==> src/hdl/hcb_pkg.sv <==
// ----------------------------------------------------------------------------
// Huffman code builder package
// This package holds the fixed field widths and the result record that the
// sequencer and the output register both use.
// ----------------------------------------------------------------------------
package hcb_pkg;

    localparam int SYMBOL_W    = 8;
    localparam int IN_WEIGHT_W = 16;
    localparam int CODE_W      = 15;
    localparam int LEN_W       = 4;

    // One code result, as it leaves the block.
    typedef struct packed {
        logic [SYMBOL_W-1:0] symbol;
        logic [CODE_W-1:0]   code;
        logic [LEN_W-1:0]    len;
        logic                last;
        logic                ovf;
    } result_t;

endpackage

==> src/hdl/hcb_out_reg.sv <==
// ----------------------------------------------------------------------------
// Huffman code builder output register
// This module holds one result transaction until the receiver takes it, so
// that the sequencer can move on as soon as the slot is free.
// ----------------------------------------------------------------------------
module hcb_out_reg (
    input  logic             clk,
    input  logic             rst_n,
    input  logic             load,
    input  hcb_pkg::result_t load_data,
    output logic             free,
    output logic             out_valid,
    input  logic             out_stall,
    output hcb_pkg::result_t out_data
);
    import hcb_pkg::*;

    logic    valid_reg;
    result_t data_reg;

    // The slot is free when it is empty or is being emptied in this cycle.
    assign free      = !valid_reg || !out_stall;
    assign out_valid = valid_reg;
    assign out_data  = data_reg;

    // The valid flag is control state and is cleared by reset.
    always_ff @(posedge clk or negedge rst_n)
    begin
        if (!rst_n)
        begin
            valid_reg <= 1'b0;
        end
        else if (load)
        begin
            valid_reg <= 1'b1;
        end
        else if (!out_stall)
        begin
            valid_reg <= 1'b0;
        end
    end

    // The payload is only loaded, never reset.
    always_ff @(posedge clk)
    begin
        if (load)
        begin
            data_reg <= load_data;
        end
    end

endmodule

==> src/hdl/huffman_code_builder.sv <==
// ----------------------------------------------------------------------------
// Huffman code builder
// This module stores symbol and weight pairs as leaves, builds a min-heap,
// merges the two lightest nodes until one tree remains, and walks the tree
// left first to give one code result per leaf.
// ----------------------------------------------------------------------------
//
//  Channel | Handshake             | Payload
//  --------+-----------------------+-------------------------------------------
//  input   | in_valid / in_stall   | symbol, weight, final_symbol
//  output  | out_valid / out_stall | out_symbol, code_bits, code_len,
//          |                       | last_code, overflowed
//
// Each pair is stored as a leaf while there is room. The final pair starts the
// build, which runs on one read port per memory (heap slots, node weights).
// The input is stalled during the whole build and tree walk.
// A result waits in an output register, and a stalled output holds the walk.
// Reset clears the counters and the sequencer; the memories need no clearing.
//
module huffman_code_builder #(
    parameter int MAX_SYMBOLS = 16,
    parameter int WEIGHT_BITS = 16
) (
    input  logic                             clk,
    input  logic                             rst_n,
    input  logic                             in_valid,
    output logic                             in_stall,
    input  logic [hcb_pkg::SYMBOL_W-1:0]     symbol,
    input  logic [hcb_pkg::IN_WEIGHT_W-1:0]  weight,
    input  logic                             final_symbol,
    output logic                             out_valid,
    input  logic                             out_stall,
    output logic [hcb_pkg::SYMBOL_W-1:0]     out_symbol,
    output logic [hcb_pkg::CODE_W-1:0]       code_bits,
    output logic [hcb_pkg::LEN_W-1:0]        code_len,
    output logic                             last_code,
    output logic                             overflowed
);
    import hcb_pkg::*;

    localparam int HAW    = $clog2(MAX_SYMBOLS);
    localparam int HCW    = $clog2(MAX_SYMBOLS + 1);
    localparam int NDEPTH = 2 * MAX_SYMBOLS - 1;
    localparam int NIW    = $clog2(NDEPTH);
    localparam int NWW    = WEIGHT_BITS + $clog2(MAX_SYMBOLS);
    localparam int SDEPTH = 2 * MAX_SYMBOLS;
    localparam int SAW    = $clog2(SDEPTH);
    localparam int SPW    = $clog2(SDEPTH + 1);
    localparam int LDW    = (WEIGHT_BITS < IN_WEIGHT_W) ? WEIGHT_BITS : IN_WEIGHT_W;

    typedef struct packed {
        logic [NIW-1:0]    node;
        logic [LEN_W-1:0]  len;
        logic [CODE_W-1:0] code;
    } walk_t;

    // Sequencer states.
    localparam logic [4:0] S_IDLE   = 5'd0;
    localparam logic [4:0] S_HB     = 5'd1;
    localparam logic [4:0] S_HB_W   = 5'd2;
    localparam logic [4:0] S_SD_L   = 5'd3;
    localparam logic [4:0] S_SD_LW  = 5'd4;
    localparam logic [4:0] S_SD_LC  = 5'd5;
    localparam logic [4:0] S_SD_RW  = 5'd6;
    localparam logic [4:0] S_SD_RC  = 5'd7;
    localparam logic [4:0] S_SD_DEC = 5'd8;
    localparam logic [4:0] S_TM0    = 5'd9;
    localparam logic [4:0] S_TM1    = 5'd10;
    localparam logic [4:0] S_TM2    = 5'd11;
    localparam logic [4:0] S_TM3    = 5'd12;
    localparam logic [4:0] S_MG0    = 5'd13;
    localparam logic [4:0] S_MG1    = 5'd14;
    localparam logic [4:0] S_MG2    = 5'd15;
    localparam logic [4:0] S_SU     = 5'd16;
    localparam logic [4:0] S_SU1    = 5'd17;
    localparam logic [4:0] S_SU2    = 5'd18;
    localparam logic [4:0] S_MCHK   = 5'd19;
    localparam logic [4:0] S_WK0    = 5'd20;
    localparam logic [4:0] S_WK1    = 5'd21;
    localparam logic [4:0] S_WPOP   = 5'd22;
    localparam logic [4:0] S_WE     = 5'd23;
    localparam logic [4:0] S_WCH    = 5'd24;
    localparam logic [4:0] S_WCH2   = 5'd25;
    localparam logic [4:0] S_WOUT   = 5'd26;

    // Where a sift-down returns to.
    localparam logic [1:0] RET_HB = 2'd0;
    localparam logic [1:0] RET_T1 = 2'd1;
    localparam logic [1:0] RET_T2 = 2'd2;

    // Control and working registers.
    logic [4:0]       state_reg, state_next;
    logic [HCW-1:0]   nc_reg, nc_next;
    logic             ovf_reg, ovf_next;
    logic [HCW-1:0]   hc_reg, hc_next;
    logic [NIW-1:0]   next_reg, next_next;
    logic [HAW-1:0]   hb_reg, hb_next;
    logic [HAW-1:0]   at_reg, at_next;
    logic [NIW-1:0]   cur_node_reg, cur_node_next;
    logic [NWW-1:0]   cur_w_reg, cur_w_next;
    logic [HAW-1:0]   best_idx_reg, best_idx_next;
    logic [NIW-1:0]   best_node_reg, best_node_next;
    logic [NWW-1:0]   best_w_reg, best_w_next;
    logic [NIW-1:0]   cand_reg, cand_next;
    logic [1:0]       ret_reg, ret_next;
    logic             phase_reg, phase_next;
    logic [NIW-1:0]   a_reg, a_next;
    logic [NIW-1:0]   b_reg, b_next;
    logic [NWW-1:0]   wa_reg, wa_next;
    logic [SPW-1:0]   sp_reg, sp_next;
    walk_t            e_reg, e_next;

    // Memory ports.
    logic             hs_we, hs_re;
    logic [HAW-1:0]   hs_waddr, hs_raddr;
    logic [NIW-1:0]   hs_wdata, hs_q;
    logic             nw_we, nw_re;
    logic [NIW-1:0]   nw_waddr, nw_raddr;
    logic [NWW-1:0]   nw_wdata, nw_q;
    logic             nt_we, nt_re;
    logic [NIW-1:0]   nt_waddr, nt_raddr;
    logic [NIW-1:0]   nl_wdata, nr_wdata, nl_q, nr_q;
    logic             ls_we, ls_re;
    logic [HAW-1:0]   ls_waddr, ls_raddr;
    logic [SYMBOL_W-1:0] ls_q;
    logic             ws_we, ws_re;
    logic [SAW-1:0]   ws_waddr, ws_raddr;
    walk_t            ws_wdata, ws_q;

    logic [NIW-1:0]   heap_mem  [MAX_SYMBOLS];
    logic [NWW-1:0]   wt_mem    [NDEPTH];
    logic [NIW-1:0]   left_mem  [NDEPTH];
    logic [NIW-1:0]   right_mem [NDEPTH];
    logic [SYMBOL_W-1:0] sym_mem [MAX_SYMBOLS];
    walk_t            stack_mem [SDEPTH];

    // Output register interface.
    logic             out_free;
    logic             out_load;
    result_t          out_ld_data;
    result_t          out_data;

    // Helper values.
    logic             in_acc;
    logic [HAW+1:0]   l_idx, r_idx, hc_ext;
    logic [HAW-1:0]   parent_idx;
    logic [4:0]       sd_ret;
    logic [HCW-1:0]   nc_inc;
    logic [NWW-1:0]   merge_sum;
    logic [SPW:0]     sp_plus2;

    assign in_stall   = (state_reg != S_IDLE);
    assign in_acc     = in_valid && !in_stall;
    assign l_idx      = {1'b0, at_reg, 1'b1};
    assign r_idx      = {1'b0, at_reg, 1'b0} + (HAW+2)'(2);
    assign hc_ext     = (HAW+2)'(hc_reg);
    assign parent_idx = (at_reg - HAW'(1)) >> 1;
    assign nc_inc     = nc_reg + HCW'(1);
    assign merge_sum  = wa_reg + nw_q;
    assign sp_plus2   = (SPW+1)'(sp_reg) + (SPW+1)'(2);

    // Return point of a finished sift-down.
    always_comb
    begin
        case (ret_reg)
            RET_HB:  sd_ret = S_HB;
            RET_T1:  sd_ret = S_TM0;
            default: sd_ret = S_MG0;
        endcase
    end

    // Sequencer: load, heapify, extract, merge, sift-up and tree walk.
    always_comb
    begin
        state_next     = state_reg;
        nc_next        = nc_reg;
        ovf_next       = ovf_reg;
        hc_next        = hc_reg;
        next_next      = next_reg;
        hb_next        = hb_reg;
        at_next        = at_reg;
        cur_node_next  = cur_node_reg;
        cur_w_next     = cur_w_reg;
        best_idx_next  = best_idx_reg;
        best_node_next = best_node_reg;
        best_w_next    = best_w_reg;
        cand_next      = cand_reg;
        ret_next       = ret_reg;
        phase_next     = phase_reg;
        a_next         = a_reg;
        b_next         = b_reg;
        wa_next        = wa_reg;
        sp_next        = sp_reg;
        e_next         = e_reg;

        hs_we = 1'b0; hs_re = 1'b0; hs_waddr = '0; hs_raddr = '0; hs_wdata = '0;
        nw_we = 1'b0; nw_re = 1'b0; nw_waddr = '0; nw_raddr = '0; nw_wdata = '0;
        nt_we = 1'b0; nt_re = 1'b0; nt_waddr = '0; nt_raddr = '0;
        nl_wdata = '0; nr_wdata = '0;
        ls_we = 1'b0; ls_re = 1'b0; ls_waddr = '0; ls_raddr = '0;
        ws_we = 1'b0; ws_re = 1'b0; ws_waddr = '0; ws_raddr = '0; ws_wdata = '0;

        out_load    = 1'b0;
        out_ld_data = '0;

        unique case (state_reg)
            S_IDLE:
            begin
                if (in_acc)
                begin
                    if (nc_reg < HCW'(MAX_SYMBOLS))
                    begin
                        ls_we    = 1'b1;
                        ls_waddr = HAW'(nc_reg);
                        nw_we    = 1'b1;
                        nw_waddr = NIW'(nc_reg);
                        nw_wdata = NWW'(weight[LDW-1:0]);
                        hs_we    = 1'b1;
                        hs_waddr = HAW'(nc_reg);
                        hs_wdata = NIW'(nc_reg);
                        nc_next  = nc_inc;
                    end
                    else
                    begin
                        ovf_next = 1'b1;
                    end
                    if (final_symbol)
                    begin
                        hb_next    = HAW'(nc_next >> 1);
                        hc_next    = nc_next;
                        next_next  = NIW'(nc_next);
                        state_next = S_HB;
                    end
                end
            end

            // Bottom-up heapify, one sift-down per inner node.
            S_HB:
            begin
                if (hb_reg == '0)
                begin
                    state_next = S_MCHK;
                end
                else
                begin
                    at_next       = hb_reg - HAW'(1);
                    cur_node_next = NIW'(hb_reg - HAW'(1));
                    nw_re         = 1'b1;
                    nw_raddr      = NIW'(hb_reg - HAW'(1));
                    hb_next       = hb_reg - HAW'(1);
                    ret_next      = RET_HB;
                    state_next    = S_HB_W;
                end
            end

            S_HB_W:
            begin
                cur_w_next = nw_q;
                state_next = S_SD_L;
            end

            // Sift-down: the moving node stays in cur_node until it settles.
            S_SD_L:
            begin
                if (l_idx >= hc_ext)
                begin
                    hs_we      = 1'b1;
                    hs_waddr   = at_reg;
                    hs_wdata   = cur_node_reg;
                    state_next = sd_ret;
                end
                else
                begin
                    hs_re      = 1'b1;
                    hs_raddr   = HAW'(l_idx);
                    state_next = S_SD_LW;
                end
            end

            S_SD_LW:
            begin
                cand_next  = hs_q;
                nw_re      = 1'b1;
                nw_raddr   = hs_q;
                state_next = S_SD_LC;
            end

            S_SD_LC:
            begin
                if (nw_q < cur_w_reg)
                begin
                    best_idx_next  = HAW'(l_idx);
                    best_node_next = cand_reg;
                    best_w_next    = nw_q;
                end
                else
                begin
                    best_idx_next = at_reg;
                    best_w_next   = cur_w_reg;
                end
                if (r_idx < hc_ext)
                begin
                    hs_re      = 1'b1;
                    hs_raddr   = HAW'(r_idx);
                    state_next = S_SD_RW;
                end
                else
                begin
                    state_next = S_SD_DEC;
                end
            end

            S_SD_RW:
            begin
                cand_next  = hs_q;
                nw_re      = 1'b1;
                nw_raddr   = hs_q;
                state_next = S_SD_RC;
            end

            S_SD_RC:
            begin
                if (nw_q < best_w_reg)
                begin
                    best_idx_next  = HAW'(r_idx);
                    best_node_next = cand_reg;
                    best_w_next    = nw_q;
                end
                state_next = S_SD_DEC;
            end

            S_SD_DEC:
            begin
                hs_we    = 1'b1;
                hs_waddr = at_reg;
                if (best_idx_reg == at_reg)
                begin
                    hs_wdata   = cur_node_reg;
                    state_next = sd_ret;
                end
                else
                begin
                    hs_wdata   = best_node_reg;
                    at_next    = best_idx_reg;
                    state_next = S_SD_L;
                end
            end

            // Extract the minimum: the last entry replaces the root.
            S_TM0:
            begin
                hs_re      = 1'b1;
                hs_raddr   = '0;
                state_next = S_TM1;
            end

            S_TM1:
            begin
                if (!phase_reg)
                begin
                    a_next = hs_q;
                end
                else
                begin
                    b_next = hs_q;
                end
                hs_re      = 1'b1;
                hs_raddr   = HAW'(hc_reg - HCW'(1));
                state_next = S_TM2;
            end

            S_TM2:
            begin
                cur_node_next = hs_q;
                nw_re         = 1'b1;
                nw_raddr      = hs_q;
                hc_next       = hc_reg - HCW'(1);
                state_next    = S_TM3;
            end

            S_TM3:
            begin
                cur_w_next = nw_q;
                at_next    = '0;
                ret_next   = phase_reg ? RET_T2 : RET_T1;
                phase_next = 1'b1;
                state_next = S_SD_L;
            end

            // Merge the two minima into a new node.
            S_MG0:
            begin
                nw_re      = 1'b1;
                nw_raddr   = a_reg;
                state_next = S_MG1;
            end

            S_MG1:
            begin
                wa_next    = nw_q;
                nw_re      = 1'b1;
                nw_raddr   = b_reg;
                state_next = S_MG2;
            end

            S_MG2:
            begin
                nw_we         = 1'b1;
                nw_waddr      = next_reg;
                nw_wdata      = merge_sum;
                nt_we         = 1'b1;
                nt_waddr      = next_reg;
                nl_wdata      = a_reg;
                nr_wdata      = b_reg;
                cur_w_next    = merge_sum;
                cur_node_next = next_reg;
                at_next       = HAW'(hc_reg);
                hc_next       = hc_reg + HCW'(1);
                state_next    = S_SU;
            end

            // Sift-up of the merged node.
            S_SU:
            begin
                if (at_reg == '0)
                begin
                    hs_we      = 1'b1;
                    hs_waddr   = '0;
                    hs_wdata   = cur_node_reg;
                    next_next  = next_reg + NIW'(1);
                    state_next = S_MCHK;
                end
                else
                begin
                    hs_re      = 1'b1;
                    hs_raddr   = parent_idx;
                    state_next = S_SU1;
                end
            end

            S_SU1:
            begin
                cand_next  = hs_q;
                nw_re      = 1'b1;
                nw_raddr   = hs_q;
                state_next = S_SU2;
            end

            S_SU2:
            begin
                hs_we    = 1'b1;
                hs_waddr = at_reg;
                if (cur_w_reg < nw_q)
                begin
                    hs_wdata   = cand_reg;
                    at_next    = parent_idx;
                    state_next = S_SU;
                end
                else
                begin
                    hs_wdata   = cur_node_reg;
                    next_next  = next_reg + NIW'(1);
                    state_next = S_MCHK;
                end
            end

            S_MCHK:
            begin
                phase_next = 1'b0;
                if (hc_reg > HCW'(1))
                begin
                    state_next = S_TM0;
                end
                else
                begin
                    state_next = S_WK0;
                end
            end

            // Tree walk, depth first with the left branch first.
            S_WK0:
            begin
                hs_re      = 1'b1;
                hs_raddr   = '0;
                state_next = S_WK1;
            end

            S_WK1:
            begin
                ws_we         = 1'b1;
                ws_waddr      = '0;
                ws_wdata.node = hs_q;
                ws_wdata.len  = '0;
                ws_wdata.code = '0;
                sp_next       = SPW'(1);
                state_next    = S_WPOP;
            end

            S_WPOP:
            begin
                if (sp_reg == '0)
                begin
                    nc_next    = '0;
                    hc_next    = '0;
                    ovf_next   = 1'b0;
                    state_next = S_IDLE;
                end
                else
                begin
                    ws_re      = 1'b1;
                    ws_raddr   = SAW'(sp_reg - SPW'(1));
                    sp_next    = sp_reg - SPW'(1);
                    state_next = S_WE;
                end
            end

            S_WE:
            begin
                e_next = ws_q;
                if (ws_q.node < NIW'(nc_reg))
                begin
                    ls_re      = 1'b1;
                    ls_raddr   = HAW'(ws_q.node);
                    state_next = S_WOUT;
                end
                else if (sp_plus2 <= (SPW+1)'(SDEPTH))
                begin
                    nt_re      = 1'b1;
                    nt_raddr   = ws_q.node;
                    state_next = S_WCH;
                end
                else
                begin
                    state_next = S_WPOP;
                end
            end

            // Push the right child first so that the left one pops first.
            S_WCH:
            begin
                ws_we         = 1'b1;
                ws_waddr      = SAW'(sp_reg);
                ws_wdata.node = nr_q;
                ws_wdata.len  = e_reg.len + LEN_W'(1);
                ws_wdata.code = {e_reg.code[CODE_W-2:0], 1'b1};
                sp_next       = sp_reg + SPW'(1);
                state_next    = S_WCH2;
            end

            S_WCH2:
            begin
                ws_we         = 1'b1;
                ws_waddr      = SAW'(sp_reg);
                ws_wdata.node = nl_q;
                ws_wdata.len  = e_reg.len + LEN_W'(1);
                ws_wdata.code = {e_reg.code[CODE_W-2:0], 1'b0};
                sp_next       = sp_reg + SPW'(1);
                state_next    = S_WPOP;
            end

            // A leaf result waits here for a free output slot.
            S_WOUT:
            begin
                if (out_free)
                begin
                    out_load           = 1'b1;
                    out_ld_data.symbol = ls_q;
                    out_ld_data.code   = e_reg.code;
                    out_ld_data.len    = e_reg.len;
                    out_ld_data.last   = (sp_reg == '0);
                    out_ld_data.ovf    = ovf_reg;
                    state_next         = S_WPOP;
                end
            end

            default:
            begin
                state_next = S_IDLE;
            end
        endcase
    end

    // Control registers.
    always_ff @(posedge clk or negedge rst_n)
    begin
        if (!rst_n)
        begin
            state_reg <= S_IDLE;
            nc_reg    <= '0;
            ovf_reg   <= 1'b0;
            hc_reg    <= '0;
            sp_reg    <= '0;
            phase_reg <= 1'b0;
            ret_reg   <= RET_HB;
        end
        else
        begin
            state_reg <= state_next;
            nc_reg    <= nc_next;
            ovf_reg   <= ovf_next;
            hc_reg    <= hc_next;
            sp_reg    <= sp_next;
            phase_reg <= phase_next;
            ret_reg   <= ret_next;
        end
    end

    // Working registers of the sequencer.
    always_ff @(posedge clk)
    begin
        next_reg      <= next_next;
        hb_reg        <= hb_next;
        at_reg        <= at_next;
        cur_node_reg  <= cur_node_next;
        cur_w_reg     <= cur_w_next;
        best_idx_reg  <= best_idx_next;
        best_node_reg <= best_node_next;
        best_w_reg    <= best_w_next;
        cand_reg      <= cand_next;
        a_reg         <= a_next;
        b_reg         <= b_next;
        wa_reg        <= wa_next;
        e_reg         <= e_next;
    end

    // Heap slot memory.
    always_ff @(posedge clk)
    begin
        if (hs_we)
        begin
            heap_mem[hs_waddr] <= hs_wdata;
        end
        if (hs_re)
        begin
            hs_q <= heap_mem[hs_raddr];
        end
    end

    // Node weight memory.
    always_ff @(posedge clk)
    begin
        if (nw_we)
        begin
            wt_mem[nw_waddr] <= nw_wdata;
        end
        if (nw_re)
        begin
            nw_q <= wt_mem[nw_raddr];
        end
    end

    // Child link memories, written and read as a pair.
    always_ff @(posedge clk)
    begin
        if (nt_we)
        begin
            left_mem[nt_waddr]  <= nl_wdata;
            right_mem[nt_waddr] <= nr_wdata;
        end
        if (nt_re)
        begin
            nl_q <= left_mem[nt_raddr];
            nr_q <= right_mem[nt_raddr];
        end
    end

    // Leaf symbol memory.
    always_ff @(posedge clk)
    begin
        if (ls_we)
        begin
            sym_mem[ls_waddr] <= symbol;
        end
        if (ls_re)
        begin
            ls_q <= sym_mem[ls_raddr];
        end
    end

    // Walk stack memory.
    always_ff @(posedge clk)
    begin
        if (ws_we)
        begin
            stack_mem[ws_waddr] <= ws_wdata;
        end
        if (ws_re)
        begin
            ws_q <= stack_mem[ws_raddr];
        end
    end

    // Output register and result fields.
    hcb_out_reg u_out (
        .clk       (clk),
        .rst_n     (rst_n),
        .load      (out_load),
        .load_data (out_ld_data),
        .free      (out_free),
        .out_valid (out_valid),
        .out_stall (out_stall),
        .out_data  (out_data)
    );

    assign out_symbol = out_data.symbol;
    assign code_bits  = out_data.code;
    assign code_len   = out_data.len;
    assign last_code  = out_data.last;
    assign overflowed = out_data.ovf;

endmodule
==> config.mk <==
export PLATFORM = sky130hd
export DESIGN_NAME = huffman_code_builder
export DESIGN_NICKNAME = d
export VERILOG_FILES = /design/src/hdl/hcb_pkg.sv /design/src/hdl/hcb_out_reg.sv /design/src/hdl/huffman_code_builder.sv
export SDC_FILE = /design/constraint.sdc
export NUM_CORES = 2
export LEC_CHECK = 0
export BUFFER_PORTS_ARGS = -buffer_cell sky130_fd_sc_hd__buf_2
export CAP_MARGIN = 0
export CORE_MARGIN = 1
export CORE_UTILIZATION = 55
export CTS_BUF_LIST = sky130_fd_sc_hd__clkbuf_8
export CTS_CLUSTER_DIAMETER = 60
export DETAILED_ROUTE_END_ITERATION = 10
export PLACE_DENSITY = 0.76
export SKIP_CTS_REPAIR_TIMING = 1
export SLEW_MARGIN = 20
export SYNTH_ARGS = -nofsm -noshare
export SYNTH_HDL_FRONTEND = slang
export SYNTH_HIERARCHICAL = 1
export SYNTH_SLANG_ARGS = --single-unit
==> constraint.sdc <==
create_clock -name clk -period 4.5 [get_ports clk]
set_input_delay 0.45 -clock clk [delete_from_list [all_inputs] [get_ports clk]]
set_output_delay 0.45 -clock clk [all_outputs]
set_load 0.1 [all_outputs]
; Word level (Yosys, flattened, before mapping)
; Memories as Yosys holds them, arrays and structs flattened. A register that Yosys moved wholly into a read port is not among the register bits.
; Index checks and enable logic that the tools add are counted.
[word_totals]
ff_bits = 176
mem_bits_rw = 1906
output_inout_bits = 31
word_cells = 268
n_memories = 6
[mem_list]
columns = name, depth, word_bits, read_ports, rd_ports_with_merged_regs, write_ports, line
row1 = stack_mem, 32, 24, 1, 1, 1, huffman_code_builder.sv:135  ; walk_t stack_mem [SDEPTH];
row2 = wt_mem, 31, 20, 1, 1, 1, huffman_code_builder.sv:131  ; logic [NWW-1:0] wt_mem [NDEPTH];
row3 = left_mem, 31, 5, 1, 1, 1, huffman_code_builder.sv:132  ; logic [NIW-1:0] left_mem [NDEPTH];
row4 = right_mem, 31, 5, 1, 1, 1, huffman_code_builder.sv:133  ; logic [NIW-1:0] right_mem [NDEPTH];
row5 = sym_mem, 16, 8, 1, 1, 1, huffman_code_builder.sv:134  ; logic [SYMBOL_W-1:0] sym_mem [MAX_SYMBOLS];
row6 = heap_mem, 16, 5, 1, 1, 1, huffman_code_builder.sv:130  ; logic [NIW-1:0] heap_mem [MAX_SYMBOLS];
[classes]
add_sub_neg = 13
order_cmp = 9
eq_ne = 42
n_mux = 124
n_bitwise = 1
n_reduce_logical = 46
[op_table]
columns = cell, n
row1 = $mux W5, 32
row2 = $pmux W5 S25, 1
row3 = $pmux W20 S2, 3
row4 = $mux W4, 20
row5 = $pmux W24 S3, 1
row6 = $lt A20 B20 Y1, 3
row7 = $eq A5 B5 Y1 const B, 11
row8 = $eq A5 B4 Y1 const B, 8
row9 = $mux W20, 2
row10 = $pmux W5 S4, 2
row11 = $mux W1, 35
row12 = $mux W16, 2
row13 = $pmux W5 S2, 3
row14 = $pmux W5 S3, 2
row15 = $ne A2 B2 Y1 const B, 13
row16 = $pmux W5 S5, 1
row17 = $pmux W4 S2, 3
row18 = $add A20 B20 Y20, 1
row19 = $eq A5 B3 Y1 const B, 4
row20 = $pmux W4 S5, 1
row21 = $pmux W6 S3, 1
row22 = $pmux W4 S4, 1
row23 = $reduce_and A4 Y1, 4
row24 = $add A5 B1 Y5 const B, 3
row25 = 45 further kinds, 78

; Logic depth before layout (Yosys ltp)
[depth]
ltp_word = 7
ltp_mapped = 16
ltp_nobuf = 11

; Modules after synthesis
; The synthesis kept the hierarchy.
[modules_own_cells]
columns = mod, instances, cells_each, area_per_inst_um2, seq_area_each_um2
row1 = huffman_code_builder, 1, 5877, 87358.8, 63505.9
row2 = hcb_out_reg, 1, 32, 907.1, 895.9

; Worst setup path after synthesis
; OpenSTA, ideal clock, no wires.
[synth_timing]
kind = register -> register
from = register sp_reg[0]
to = register ws_q[0] (netlist name)
setup_ns = 0.274
t_arrival_ns = 3.496
path_slack_ns = 0.730
path_stages_with_launch = 14
n_path_buf = 6
period_less_slack_ns = 3.770
path_cell_list = dfrtp_1 -> clkinv_1 -> clkbuf_1 -> clkbuf_1 -> ha_1 -> or3b_1 -> clkbuf_1 -> o211ai_2 -> buf_2 -> buf_2 -> inv_1 -> nand2b_1 -> clkbuf_1 -> a31oi_1
[synth_between]
elab_chain_len = 3
[synth_lines]
columns = element, line
row1 = "start, declared", huffman_code_builder.sv:110  ; logic [SPW-1:0] sp_reg, sp_next;
row2 = "start signal, assigned", huffman_code_builder.sv:602  ; sp_reg <= sp_next;
row3 = $logic_not A6 Y1, huffman_code_builder.sv:501  ; if (sp_reg == '0)
row4 = $mux W1, huffman_code_builder.sv:501
row5 = $mux W1, huffman_code_builder.sv:206  ; unique case (state_reg)
row6 = via ws_re, huffman_code_builder.sv:126  ; logic ws_we, ws_re;
; The timed path passes the listed nets, and every way through them passes these cells.
; A chain may end at the register's enable or synchronous reset.

; Worst setup path in the final report
[layout_timing]
from = register state_reg[0]
to = register nw_q[8], read port of wt_mem (data pin)
[layout_between]
elab_chain_len = 3
[layout_lines]
columns = element, line
row1 = "start, declared", huffman_code_builder.sv:92  ; logic [4:0] state_reg, state_next;
row2 = "start signal, assigned", huffman_code_builder.sv:598  ; state_reg <= state_next;
row3 = "$eq A5 B5 Y1, or another cell as far along", huffman_code_builder.sv:206
row4 = $reduce_or A4 Y1 (no line) or $reduce_or A6 Y1 (tied branches), --
row5 = $pmux W5 S4 or $pmux W1 S2 (tied branches), huffman_code_builder.sv:206
row6 = "end, declared", huffman_code_builder.sv:119  ; logic [NWW-1:0] nw_wdata, nw_q;
; Several ways; a longest one is shown, not always the timed one.

==> results.cfg <==
[status]
status = completed

[synthesis]
ys_ff_latch = 2149
synthArstFlopShare_pct = 1.21
synth-edff-count = 2123
netlist_area_um2 = 88300
synth_flop_cell = edfxtp_1
synth_area_leaders = edfxtp_1, mux4_2, nand2_1
yosys.area.top_type = edfxtp_1
ys_types = 97
synth.avg_cell_area_um2 = 14.9
syn-num-nets = 6026
yosys.area.top_type_share_pct = 72.2
seq_area_frac_synth_pct = 73.0
yosysWarnings = 6
synth_cells = 5909

[timing]
finalSetupViolCount = 0
period_share_pct = 97.2
final.setup_skew_ns = 0.0838
drv_slew = 0
fmax_mhz = 229
tightest_slew_ns = 1.11
hold_violations = 0
slew_headroom_pct = 24.9
rsz0062_at_grt = no
layout_setup_ws_ns = 0.128
layout_min_cycle_time_ns = 4.37

[clocking]
cts_max_path_buffers = 4
cts_tree = built
cts_htree_levels = 5
root_buffer = clkbuf_8
clkTransAtPathRegs_ns = 0.07
cts.sinks = 2149
clkLatencyLatePin_ns = 1.09
cts_buffers = 352

[route]
drc = 0
drtPass1Iterations = 8
ant_nets = 0
num_vias = 56300
wl_per_cell_um = 27.4
initialDrtViolationCount = 7943
via_per_inst = 6.52
wl_mm = 236

[die]
die_x_um = 403
die_area_um2 = 162000
die_y_um = 403
initial_core_util_pct = 55.5
rows = 146
io_pins = 60
coreArea_um2 = 159000

[critical_path]
crit_fanout = 41
cp_data_arrival_time_ns = 5.13
path_class = reg2reg
worstPathCellList = nand2_1 > nor3_2 > o21ai_2 > buf_4 > nand2_2 > buf_4 > buf_4 > a211oi_1 > a31oi_1 > o22ai_1 > nor4_1
cp-startpoint = state_reg[0]
r2r_start = state_reg[0]
cpMaxStageDelayCell = nor3_2
critical_path.max_stage_delay_ns = 0.70
crit_path_end_kind = register
cp_top_family = simple AND/OR/NAND/NOR gates
crit_cells = 11
startpoint_type = register
worstPathBufferInverterCount = 3
r2r_cells = 11
critPathMostFrequentCell = buf_4
cp.required_ns = 5.26

[power]
power_uw = 53000
p_leak_uw = 0.0342
power_density_nw_per_um2 = 533
ir_drop_uv = 501

[global_routing]
grt_antenna_before_repair = 7
grt_pass1_wl_mm = 345
grt_max_degree = 97
grt_overflow = 0
grt_pass1_vias = 54300
grt_usage_pct = 28.7

[placed_design]
io_buffers = 59
gp_congestion = 0.945
hpwl_mm = 140
dpl_worst_slack_ns = 0.155

[final_layout]
syn_to_final_growth_pct = 12.6
reg_top3 = stack_mem x768, wt_mem x620
drive_gt1_share_pct = 17.0
largest_reg_flops = 768
nNetsFinal = 6408
regMostFlops = stack_mem

[run]
cap_violations = 0

[worst_hold_path]
holdCritPathClass = in2async
## worst reg2reg max path, cell delays in order (launching register included)
cell and delay [ns]:
dfrtp_1 0.69, nand2_1 0.17, nor3_2 0.70, o21ai_2 0.28, buf_4 0.35, nand2_2 0.14
buf_4 0.26, buf_4 0.40, a211oi_1 0.14, a31oi_1 0.16, o22ai_1 0.18, nor4_1 0.61
## cell usage in the layout (no fill, tap or decap), drive strengths merged, types with 27 or more instances in the layout
master | Yosys | layout
nand2 | 713 | 713
a211oi | 107 | 107
a31oi | 213 | 213
nand3 | 157 | 157
clkinv | 3 | 133
nand2b | 45 | 45
o22ai | 73 | 73
or3 | 117 | 117
edfxtp | 2123 | 2123
a21o | 28 | 28
nor3 | 92 | 92
inv | 70 | 183
o221ai | 79 | 79
mux4 | 120 | 120
o211ai | 139 | 139
o21ai | 166 | 166
mux2i | 135 | 135
nor2 | 279 | 279
a21oi | 180 | 180
buf | 180 | 415
ha | 87 | 87
clkbuf | 217 | 356
o311ai | 27 | 27
and3 | 102 | 102
and2 | 65 | 65
nor4 | 53 | 53
mux2 | 30 | 30
## where the power goes
group	leakage [uW]	internal, uW	switching, uW
combinational	0.0102	4360	9130
clock	0.00359	7860	7530
sequential	0.0205	23300	840
total	0.0342	35500	17500
## metal layers
| metal | wire, um | up-vias | global-route usage, % |
|---|---|---|---|
| met5 | 31 | - | 0 |
| met4 | 9210 | 4 | 11.7 |
| met3 | 28800 | 588 | 7.09 |
| met2 | 108000 | 3854 | 43.2 |
| met1 | 90400 | 27900 | 40.3 |
| li1 | - | 24000 | - |
## stage by stage
stage	cells	setup TNS, ns	utilization [%]	instance area, um^2	hold slack [ns]
2_1_floorplan	5909	0	-	88300	0.154
3_3_place_gp	7997	-0.270	58.5	93000	0.403
3_5_place_dp	7997	0	58.5	93000	0.405
4_1_cts	8610	0	62.4	99200	-0.542
5_1_grt	8625	0	62.5	99400	0.0248
6_report	8628	0	62.5	99400	0.0391
## cells in the mapped netlist, types with 26 or more instances
cell type and instances:
nor3_1 88, o211ai_1 138, and3_1 101, clkbuf_1 216, nor2_1 279, a211oi_1 106, o22ai_1 73, nor4_1 48
o221ai_1 79, inv_1 70, or3_1 116, nand2_1 709, nand2b_1 45, a21oi_1 177, a311oi_1 26, o311ai_0 27
o21ai_0 160, dfrtp_1 26, nand3_1 155, buf_2 121, a31oi_1 213, mux2i_1 135, a21o_1 28, and2_1 65
edfxtp_1 2123, ha_1 87, buf_4 26, mux4_2 120
## kinds of logic after synthesis
| group | after synthesis | synth area share [%] |
|---|---|---|
| muxes | 285 | 4.98 |
| buffers and inverters | 470 | 2.35 |
| adders and majority gates | 88 | 1.26 |
| xor gates and xnor gates | 38 | 0.377 |
| and+or+nand+nor | 1713 | 9.17 |
| AOI/OAI and AO/OA | 1166 | 8.90 |
| DFF | 2149 | 73.0 |
## final cells by class
class / instances / area [um^2]
fill: 11200 / 59500
sequential: 2149 / 64400
timing repair buffer: 425 / 3510
clock inverter: 257 / 1300
multi-input combinational: 3290 / 22400
clock buffer: 356 / 4900
inverter: 73 / 279
antenna: 6 / 15.0
tap: 2072 / 2590
## worst paths after layout
kind                            endpoint  slack [ns]
min in group clk           wt_mem[27][8]        0.04
setup reg to reg                 nw_q[8]        0.13
hold reg to reg                 e_reg[0]        0.40
hold / removal                 sp_reg[1]        0.04
max in group asynchronous      sp_reg[0]        3.86
setup / recovery                 nw_q[8]        0.13
Power figures use the tool's default switching activity.
